==> config.mk <==
export PLATFORM = sky130hd
export DESIGN_NAME = bmtc_ctrl
export DESIGN_NICKNAME = d
export VERILOG_FILES = /design/src/design/bmtc_pkg.sv /design/src/design/bmtc_ctrl.sv
export SDC_FILE = /design/constraint.sdc
export NUM_CORES = 1
export LEC_CHECK = 0
export ABC_AREA = 1
export BUFFER_PORTS_ARGS = -buffer_cell sky130_fd_sc_hd__buf_2
export CAP_MARGIN = 0
export CORE_AREA = 3 3 40 42
export CTS_CLUSTER_SIZE = 25
export DETAILED_ROUTE_END_ITERATION = 10
export DIE_AREA = 0 0 43 45
export GPL_TIMING_DRIVEN = 0
export MAX_ROUTING_LAYER = met4
export PLACE_DENSITY = 0.49
export SETUP_SLACK_MARGIN = 0.15
export SYNTH_ARGS = -nofsm -noshare
export SYNTH_HDL_FRONTEND = slang
export SYNTH_SLANG_ARGS = --single-unit
==> constraint.sdc <==
create_clock -name clk -period 2.6 [get_ports clk]
set_input_delay 0.26 -clock clk [delete_from_list [all_inputs] [get_ports clk]]
set_output_delay 0.26 -clock clk [all_outputs]
set_load 0.05 [all_outputs]
==> src/design/bmtc_pkg.sv <==
// Shared constants, opcodes and control/status structs for the bit-matrix
// transitive closure unit. No dependencies.
package bmtc_pkg;

	localparam int MAX_NODES = 32;
	localparam int ROW_W     = MAX_NODES;
	localparam int IDX_W     = $clog2(MAX_NODES);
	// node_count is 6 bits; one more bit holds MAX_NODES up to 64
	localparam int NC_W      = 7;
	localparam int CFG_W     = 6;
	localparam logic [CFG_W-1:0] NODE_COUNT_RST = CFG_W'(32);

	localparam logic [1:0] OP_CLEAR = 2'd0;
	localparam logic [1:0] OP_EDGE  = 2'd1;
	localparam logic [1:0] OP_QUERY = 2'd2;

	typedef logic [ROW_W-1:0] row_t;

	typedef struct packed {
		logic load;    // capture the incoming item
		logic commit;  // apply item, load result register
		logic init;    // closure rows <- adjacency | identity
		logic pass;    // one Warshall pivot over all rows
	} bmtc_cmd_t;

	typedef struct packed {
		logic need_rebuild;  // held item is a good query on a stale closure
		logic last_pass;     // current pivot is the last in use
	} bmtc_stat_t;

endpackage

==> src/design/bmtc_ctrl.sv <==
// Sequencer for the closure unit: item handshake, rebuild passes, result slot.
// Depends on bmtc_pkg.
module bmtc_ctrl (
	input  logic                   clk,
	input  logic                   arst_n,
	input  logic                   in_valid,
	output logic                   in_stall,
	output logic                   out_valid,
	input  logic                   out_stall,
	input  bmtc_pkg::bmtc_stat_t   stat,
	output bmtc_pkg::bmtc_cmd_t    cmd
);

	localparam logic [1:0] S_IDLE = 2'd0;
	localparam logic [1:0] S_EXEC = 2'd1;
	localparam logic [1:0] S_INIT = 2'd2;
	localparam logic [1:0] S_PASS = 2'd3;

	logic [1:0] state_q, state_d;
	logic       out_valid_q;
	logic       slot_free;

	assign slot_free = !out_valid_q || !out_stall;
	assign in_stall  = (state_q != S_IDLE);
	assign out_valid = out_valid_q;

	always_comb begin
		state_d = state_q;
		cmd     = '0;
		case (state_q)
			S_IDLE: begin
				if (in_valid) begin
					cmd.load = 1'b1;
					state_d  = S_EXEC;
				end
			end
			S_EXEC: begin
				if (stat.need_rebuild) begin
					state_d = S_INIT;
				end else if (slot_free) begin
					cmd.commit = 1'b1;
					state_d    = S_IDLE;
				end
			end
			S_INIT: begin
				cmd.init = 1'b1;
				state_d  = S_PASS;
			end
			S_PASS: begin
				cmd.pass = 1'b1;
				if (stat.last_pass) begin
					state_d = S_EXEC;
				end
			end
			default: begin
				state_d = S_IDLE;
			end
		endcase
	end

	always_ff @(posedge clk or negedge arst_n) begin
		if (!arst_n) begin
			state_q     <= S_IDLE;
			out_valid_q <= 1'b0;
		end else begin
			state_q <= state_d;
			if (cmd.commit) begin
				out_valid_q <= 1'b1;
			end else if (!out_stall) begin
				out_valid_q <= 1'b0;
			end
		end
	end

endmodule

======== After elaboration in Yosys (flattened, before gate mapping) ========
Index checks and enable logic that the tools add are counted.
storage, ports and cells
  register bits ........................... 3
  output and inout port bits .............. 6
operators by class
  eq/ne operators ......................... 7
  muxes and demuxes ....................... 14
  reduce and logical (&&, ||, !) cells .... 6
operators by type and width
  operator            number
  $mux 1              9
  $mux 2              4
  $pmux 2 s4          1
  $eq 2x2->1 const B  2
  $ne 2x2->1 const B  2
  $ne 3x3->1 const B  1
  $reduce_and 3->1    1
  $eq 2x1->1 const B  1
  $logic_not 1->1     2
  $logic_not 2->1     1
  $ne 2x1->1 const B  1
  $reduce_bool 2->1   1
  $logic_or 1x1->1    1

======== Longest topological paths before layout ========
Gate-level depths: netlist (run 1).
  word-level depth ........................ 6
  mapped depth ............................ 8

======== Worst setup path after synthesis (run 1) ========
No wires, ideal clock.
  kind .................................... reg-to-output
  start ................................... register state_q[1]
  end ..................................... output port cmd[2] (netlist bit)
  data arrival time ....................... 1,506 ps
  path slack .............................. 834 ps
  stages on the path, launching flop included .. 5
  buffers on the path ..................... 0
  cells stage by stage .................... dfrtp_1 -> inv_1 -> ha_1 -> nand2_2 -> a21oi_1
RTL lines
  what                      RTL line         RTL
  start: declaration        bmtc_ctrl.sv:19  logic [1:0] state_q, state_d;
  start signal: assignment  bmtc_ctrl.sv:66  state_q <= state_d;
  end: declaration          bmtc_ctrl.sv:11  output bmtc_pkg::bmtc_cmd_t cmd

==> results.cfg, run 1 <==
[cts]
tritoncts = built
cts_max_path_buffers = 2
clock-root-buffer = clkbuf_4
clk_transition_reported_paths_ns = 0.04
cts_buffers = 3
htreeDepth = 1
clock_latency_ns = 0.23
cts_sinks = 3

[critical_path]
startpoint_type = register
r2r-start = state_q[0]
arrival_ns = 1.43
r2r_cells = 7
r2r_end = state_q[1]
cp.required_ns = 2.34
cp-end-kind = output pin
crit_fanout = 4
reg2reg_slack_ns = 1.35
worstSetupPathType = register to output pin

[logic_synthesis]
yosysWarnings = 0
syn_nets = 49
synth_seq_cells = 3
syn-cell-area_sq_um = 258
seq_area_frac_synth_pct = 29.1
synthCells = 38
syn_area_per_cell_sq_um = 6.78
synth_cell_type_count = 8

[sta]
slew_viol_final = 0
finalSetupTns_ns = 0
slew_headroom_pct = 83.5
period_needed_ns = 1.69
setup_viol = 0
fmax_mhz = 590
whs_ns = 0.288
hold_viol_final = 0
fin_ws_ns = 0.906
fin_worst_skew_ns = 0.00276
rsz0062_at_grt = false
worstMarginPinSlew_ns = 0.249
finalCritPeriodShare_pct = 65.1

[final_layout]
drive_gt1_share_pct = 27.8
layout-area-overhead-vs-synth_pct = 42.7
fin_nets = 66
diodes = 0

[drt]
wl_met3_um = 47
wl_met2_um = 278
wl_um = 550
top_layer = met3
drtPass1Iterations = 4
routedWlPerCell_um = 7.97
ant_nets = 0
drc_errors = 0
vias = 255
drt-initial-drc-count = 2
wl_met1_um = 224
viasPerCell = 3.70

[pwr]
power.leakage_uw = 0.000242
vdd.ir_drop.worst_v = 0.000254
p_total_uw = 447
pwr_density_cell_mw_per_mm2 = 1210

[floorplanning]
std_cell_rows = 13
die_w_um = 43
chipHeight_um = 45
start_util_pct = 20.1
core_area_sq_mm = 0.00128
die-area_sq_mm = 0.00194
io_pins = 12

[grt]
grt_max_degree = 6
grt_pass1_vias = 245
grt.overflow.total = 0
antenna_found_initial = 0
grt_pass1_wl_um = 993
track_usage_pct = 7.30

[min_path]
hold_path_startpoint = out_stall
hold_end = out_valid
worstHoldPathType = input pin to register
hold_depth = 3

[place]
portBuffers = 11
hpwl_um = 455
place_ws_ns = 1.14
gp_congestion = 0.673

[status]
outcome = finished, final reports clean

[flow_run]
maxCapViolations = 0
==> metal layers <==
metal	global-route usage (%)	vias up
met5	-	-
met4	1.81	0
met3	4.78	0
met2	10.8	8
met1	8.21	107
li1	-	140
==> worst max-delay path, cell delays in order (launching register included) <==
cell	delay [ns]
dfrtp_1	0.41
inv_1	0.11
ha_1	0.22
nand2_2	0.08
a21oi_1	0.10
buf_2	0.27
==> final cells by class <==
| class | instances | area, sq um |
|---|---|---|
| Tap cell | 15 | 18.8 |
| Fill cell | 152 | 917 |
| Multi-Input combinational cell | 25 | 145 |
| Timing Repair Buffer | 12 | 65.1 |
| Inverter | 10 | 37.5 |
| Clock buffer | 4 | 26.3 |
| Sequential cell | 3 | 75.1 |
==> cell usage in the layout, fill, tap and decap left out, drive strengths merged <==
cell         netlist  routed
dfrtp              3       3
nand2             14      14
nand4              1       1
a21oi              2       2
clkbuf             0       4
dlygate4sd3        0       1
nor2               3       3
inv               10      10
buf                0      11
ha                 5       5
==> Yosys cell counts <==
| cell type | count | area share [%] |
|---|---|---|
| a21oi_1 | 2 | 3.9 |
| nand2_1 | 13 | 19 |
| dfrtp_1 | 3 | 29 |
| ha_1 | 5 | 24 |
| nand2_2 | 1 | 2.4 |
| nand4_1 | 1 | 2.4 |
| inv_1 | 10 | 15 |
| nor2_1 | 3 | 4.4 |
==> sequential cells by signal (all words and copies together) (netlist names) <==
signal / count
out_valid: 1
state_q: 2
==> stage by stage <==
step | util [%] | cells | cell area (sq um)
floorplan | - | 38 | 258
global route | 28.6 | 69 | 368
finish | 28.6 | 69 | 368
detailed placement | 25.8 | 64 | 332
global placement | 25.8 | 64 | 332
CTS | 28.6 | 69 | 368
==> cell families after synthesis <==
logic type | Yosys count | synth area share [%]
AND/OR/NAND/NOR | 18 | 28.2
adder cells (fa/ha/maj) | 5 | 24.3
AO/OA/AOI/OAI | 2 | 3.88
buffers and inverters | 10 | 14.6
flip-flops | 3 | 29.1
==> how the worst max path moves through the flow <==
| stage | from | to | slack [ns] | depth (start not counted) |
|---|---|---|---|---|
| 2_1_floorplan | state_q[1] | cmd[2] | 0.83 | 4 |
| 6_report | state_q[1] | cmd[2] | 0.91 | 5 |
| 5_1_grt | state_q[1] | cmd[2] | 0.77 | 5 |
| 4_1_cts | state_q[1] | cmd[2] | 0.89 | 5 |
| 3_3_place_gp | state_q[1] | cmd[2] | 1.14 | 5 |
| 3_5_place_dp | state_q[1] | cmd[2] | 1.14 | 5 |
==> repair_timing <==
item | in CTS | in global routing
hold endpoints to repair | 3 | 0
setup buffers | 0 | 0
gates resized for setup | 0 | 0
hold buffers | 1 | 0
==> power by group <==
group,switching (uW),leakage (uW),internal (uW)
Combinational,201,0.000189,73.3
Sequential,25.2,0.0000375,66.9
Clock,23.0,0.0000150,57.4
Total,249,0.000242,198
Power figures use the tool's default switching activity.
==> inputs of run 2 (changes only) <==
--- a/config.mk
+++ b/config.mk
@@ -14,7 +14,7 @@
 export DIE_AREA = 0 0 43 45
 export GPL_TIMING_DRIVEN = 0
 export MAX_ROUTING_LAYER = met4
-export PLACE_DENSITY = 0.49
+export PLACE_DENSITY = 0.5
 export SETUP_SLACK_MARGIN = 0.15
 export SYNTH_ARGS = -nofsm -noshare
 export SYNTH_HDL_FRONTEND = slang
==> constraint.sdc (replaced) <==
create_clock -name clk -period 1.5 [get_ports clk]
set_input_delay 0.15 -clock clk [delete_from_list [all_inputs] [get_ports clk]]
set_output_delay 0.15 -clock clk [all_outputs]
set_load 0.05 [all_outputs]
==> run 2 against run 1 <==
Net effect:
- register-to-register slack got worse by 1.1 ns
- power rose by 110%
- core utilization rose by 6.4 points
- flip-flop and latch count did not move
- via count rose by 7.8%
- wire length rose by 6.5%
- count of clock-buffer cells in the layout did not move
- critical path type unchanged
- critical endpoint unchanged
==> results.cfg, run 2 (synthesis results as in run 1) <==
[cts]
tritoncts = built
cts_buffers = 3
htreeDepth = 1
clock_latency_ns = 0.23
clock-root-buffer = clkbuf_4
cts_max_path_buffers = 2
clk_transition_reported_paths_ns = 0.04
cts_sinks = 3

[critical_path]
r2r-start = state_q[1]
arrival_ns = 1.21
crit_path_top_delay_cell = dfrtp_1
cp-end-kind = output pin
cp.required_ns = 1.35
worstSetupPathType = register to output pin
reg2reg_slack_ns = 0.29
critPathMaxStageDelay_ns = 0.39
r2r_end = state_q[1]
startpoint_type = register
r2r_cells = 7
path_cells = inv_2, ha_4, nand2_4, a21oi_2, buf_6
crit_fanout = 3

[drt]
drtPass1Iterations = 2
routedWlPerCell_um = 8.03
drc_errors = 0
ant_nets = 0
viasPerCell = 3.77
drt-initial-drc-count = 2
wl_um = 586
vias = 275

[pwr]
power_frac_seq_pct = 17.7
power_frac_clock_pct = 15.2
p_sw_uw = 471
vdd.ir_drop.worst_v = 0.000536
pwr_density_cell_mw_per_mm2 = 2060
power.leakage_uw = 0.000269
cellInternalPower_uw = 457
p_total_uw = 928
swShare_pct = 50.8
p_comb_share_pct = 67.1

[sta]
slew_headroom_pct = 83.6
period_needed_ns = 1.36
finalCritPeriodShare_pct = 90.7
setup_viol = 0
fmax_mhz = 735
finalSetupTns_ns = 0
fin_worst_skew_ns = 0.00176
hold_viol_final = 0
rsz0062_at_grt = true
slew_viol_final = 0
worstMarginPinSlew_ns = 0.247

[place]
hpwl_um = 433
gp_congestion = 0.689
portBuffers = 11
dp_cells = 64
place_area_sq_um = 335

[floorplanning]
die_w_um = 43
std_cell_rows = 13
start_util_pct = 20.1
io_pins = 12
die-area_sq_mm = 0.00194
core_area_sq_mm = 0.00128
chipHeight_um = 45

[grt]
grt_pass1_vias = 255
grt_max_degree = 5
antenna_found_initial = 0
grt.overflow.total = 0
grt_pass1_wl_um = 1040
track_usage_pct = 7.56

[final_layout]
fill_cells = 140
diodes = 0
largest_register_ffs = 2
layout-area-overhead-vs-synth_pct = 74.8
drive_gt1_share_pct = 43.1
fin_nets = 70
final_area_sq_um = 450
final_cell_mix = nand2_1 (13), inv_1 (8), buf_2 (6)
fin_cells = 73
multiInputGateArea_sq_um = 169
final_common_cell = nand2_1
register_area_sq_um = 76.3
regMostFlops = state_q

[flow_run]
maxCapViolations = 0

[min_path]
hold_end = out_valid
hold_path_startpoint = out_stall
worstHoldPathType = input pin to register
hold_depth = 3

[status]
outcome = finished, final reports clean
run 2: cell types whose count changed in the layout (fill, tap and decap cells not counted), moves of 2 or more:
cell	previous run	this run
buf_2	11	6
inv_1	10	8
buf_6	0	4
ha_1	5	3
buf_4	0	5
inv_2	0	2
run 2: worst max-delay path by stage:
stage                    start      to  slack, ns  cells past startpoint
global placement    state_q[1]  cmd[2]       0.18                      5
detailed placement  state_q[1]  cmd[2]       0.17                      5
floorplan           state_q[1]  cmd[2]       0.15                      4
CTS                 state_q[1]  cmd[2]       0.13                      5
global route        state_q[1]  cmd[2]       0.05                      5
finish              state_q[1]  cmd[2]       0.14                      5
run 2: per-stage QoR:
step	hold WS, ns	util (%)	worst slack [ns]
global placement	-0.0517	26.1	0.181
finish	0.200	35.1	0.140
floorplan	-0.146	-	0.154
detailed placement	-0.0503	26.1	0.168
global route	0.225	35.1	0.0543
CTS	0.197	32.5	0.127
run 2: worst max-delay path, delay by kind of cell, from the launching register on:
family	cells	cell delay [ns]
AO/OA/AOI/OAI	1	0.11
buffers and inverters	2	0.27
flip-flops	1	0.39
adder cells (fa/ha/maj)	1	0.16
AND/OR/NAND/NOR	1	0.05
run 2: area by class of cell:
class / count / area share (%)
Multi-Input combinational cell: 25 / 37.5
Timing Repair Buffer: 16 / 27.2
Tap cell: 15 / 4.17
Inverter: 10 / 8.33
Clock buffer: 4 / 5.83
Sequential cell: 3 / 16.9
run 2: what timing repair did:
| item | in CTS | in global routing |
|---|---|---|
| pin swaps | 0 | 2 |
| resized for setup | 11 | 7 |
| hold buffers | 1 | 0 |
| hold endpoints to repair | 3 | 0 |
| buffers inserted | 2 | 2 |
| endpoints found under the setup margin | 4 | 5 |
run 2: power by group through the flow:
stage	Clock (uW)	Combinational, uW	Sequential, uW
floorplan	0	341	197
global placement	0	478	159
detailed placement	0	476	158
CTS	151	570	164
global route	160	687	169
finish	141	623	164
run 2: metal layers:
| layer | GRT usage [%] | vias to the layer above | share of wire, % |
|---|---|---|---|
| met5 | - | - | 0 |
| met4 | 1.81 | 0 | 0 |
| met3 | 5.98 | 0 | 8.0 |
| met2 | 11.1 | 7 | 51 |
| met1 | 7.99 | 119 | 41 |
| li1 | - | 149 | - |
==> inputs of run 3 (changes only) <==
--- a/config.mk
+++ b/config.mk
@@ -6,15 +6,15 @@
 export NUM_CORES = 1
 export LEC_CHECK = 0
 export ABC_AREA = 1
-export BUFFER_PORTS_ARGS = -buffer_cell sky130_fd_sc_hd__buf_2
 export CAP_MARGIN = 0
 export CORE_AREA = 3 3 40 42
 export CTS_CLUSTER_SIZE = 25
 export DETAILED_ROUTE_END_ITERATION = 10
 export DIE_AREA = 0 0 43 45
+export DONT_BUFFER_PORTS = 1
 export GPL_TIMING_DRIVEN = 0
 export MAX_ROUTING_LAYER = met4
-export PLACE_DENSITY = 0.5
+export PLACE_DENSITY = 0.42
 export SETUP_SLACK_MARGIN = 0.15
 export SYNTH_ARGS = -nofsm -noshare
 export SYNTH_HDL_FRONTEND = slang
==> run 3 against run 2 <==
Net effect:
- sequential power grew 32%
- clock skew shrank 0.00068 ns
- first-iteration DRC count shrank 100%
- final cell count shrank 14%
- power shrank 1.9%
- global-route usage shrank 0.26 points
- wire length grew 4.6%
- setup slack lost 0.056 ns
- non-clock buffer count shrank 10
- count of clock-buffer cells in the layout is the same
==> results.cfg, run 3 (synthesis results as in run 1) <==
[flow_run]
maxCapViolations = 0

[cts]
cts_buffers = 3
cts_max_path_buffers = 2
clock_latency_ns = 0.23
clock-root-buffer = clkbuf_4
clk_transition_reported_paths_ns = 0.03
cts_sinks = 3
htreeDepth = 1
tritoncts = built

[grt]
antenna_found_initial = 0
grt.overflow.total = 0
track_usage_pct = 7.30
grt_pass1_vias = 258
grt_max_degree = 5
grt_pass1_wl_um = 959

[final_layout]
regMostFlops = state_q
largest_register_ffs = 2
final_cell_mix = nand2_1 (10), inv_1 (7), buf_4 (5)
drive_gt1_share_pct = 47.9
fill_cells = 142
layout-area-overhead-vs-synth_pct = 61.7
diodes = 0
final_common_cell = nand2_1
fin_cells = 63
fin_nets = 60

[sta]
finalSetupTns_ns = 0
setup_viol = 0
rsz0062_at_grt = true
hold_viol_final = 0
period_needed_ns = 1.42
slew_headroom_pct = 74.8
whs_ns = 0.0804
worstMarginPinSlew_ns = 0.378
finalCritPeriodShare_pct = 94.4
fmax_mhz = 706
slew_viol_final = 0
fin_worst_skew_ns = 0.00108

[pwr]
p_comb_share_pct = 61.2
swShare_pct = 53.6
pwr_density_cell_mw_per_mm2 = 2190
vdd.ir_drop.worst_v = 0.000480
cellInternalPower_uw = 423
power_frac_clock_pct = 15.0
power_frac_seq_pct = 23.8
p_sw_uw = 488
power.leakage_uw = 0.000207

[drt]
vias = 242
ant_nets = 0
wl_met1_um = 232
drtPass1Iterations = 1
wl_met2_um = 363
routedWlPerCell_um = 9.73
wl_um = 613
viasPerCell = 3.84
wl_met3_um = 18
top_layer = met3
drc_errors = 0
drt-initial-drc-count = 0

[min_path]
worstHoldPathType = input pin to register

[floorplanning]
chipHeight_um = 45
core_area_sq_mm = 0.00128
std_cell_rows = 13
die-area_sq_mm = 0.00194
io_pins = 12
die_w_um = 43
start_util_pct = 20.1

[critical_path]
arrival_ns = 1.27
cp.required_ns = 1.35
crit_fanout = 4
startpoint_type = register
reg2reg_slack_ns = 0.23
cp-end-kind = output pin
worstSetupPathType = register to output pin

[place]
dp_cells = 53
portBuffers = 0
hpwl_um = 428
gp_congestion = 0.639

[status]
outcome = finished, final reports clean
## run 3: changes by cell type in the layout (fill, tap and decap cells not counted), sizes merged
cell | before | now
clkinvlp | 0 | 2
buf | 15 | 5
inv | 10 | 8
## run 3: cell type report
| type | instances | area [sq um] | area share (%) |
|---|---|---|---|
| Clock buffer | 4 | 26.3 | 6.31 |
| Inverter | 10 | 45.0 | 10.8 |
| Sequential cell | 3 | 77.6 | 18.6 |
| Tap cell | 15 | 18.8 | 4.50 |
| Timing Repair Buffer | 6 | 47.5 | 11.4 |
| Multi-Input combinational cell | 25 | 201 | 48.3 |
## run 3: final timing paths
check / startpoint / endpoint / depth (start not counted)
min in group asynchronous: arst_n / out_valid / 1
hold / removal: out_stall / out_valid / 2
max in group asynchronous: arst_n / state_q[0] / 1
hold reg to reg: state_q[1] / state_q[1] / 2
setup / recovery: state_q[0] / cmd[3] / 4
setup reg to reg: state_q[0] / state_q[0] / 8
## run 3: power by group through the flow
| stage | Sequential (uW) | Clock (uW) | Combinational [uW] |
|---|---|---|---|
| 2_1_floorplan | 197 | 0 | 341 |
| 6_report | 217 | 137 | 557 |
| 3_3_place_gp | 207 | 0 | 382 |
| 3_5_place_dp | 206 | 0 | 380 |
| 4_1_cts | 212 | 143 | 550 |
| 5_1_grt | 222 | 153 | 604 |
## run 3: routing by layer
| layer | up-vias | GRT usage [%] |
|---|---|---|
| met2 | 3 | 12.9 |
| li1 | 128 | - |
| met4 | 0 | 5.42 |
| met3 | 0 | 3.59 |
| met5 | - | - |
| met1 | 111 | 5.80 |
## run 3: per-stage QoR
step | util, % | instance area [sq um] | power, uW | setup WS (ns)
6_report | 32.4 | 417 | 911 | 0.0840
5_1_grt | 32.4 | 417 | 978 | 0.0305
4_1_cts | 31.7 | 408 | 904 | 0.0858
3_5_place_dp | 21.8 | 280 | 587 | 0.0428
3_3_place_gp | 21.8 | 280 | 589 | 0.0265
2_1_floorplan | - | 262 | 538 | 0.154
## run 3: repair_timing
item                                    4_1_cts  5_1_grt
hold buffers                                  1        0
endpoints found under the setup margin        6        5
buffers inserted                              5        0
pin swaps                                     2        1
hold endpoints to repair                      3        0
resized for setup                            13        4
## run 3: worst max-delay path, cell delays in order (launching register included)
cell and delay (ns):
dfrtp_2 0.43, inv_1 0.11, ha_2 0.23, nand2_2 0.07, clkinvlp_4 0.19
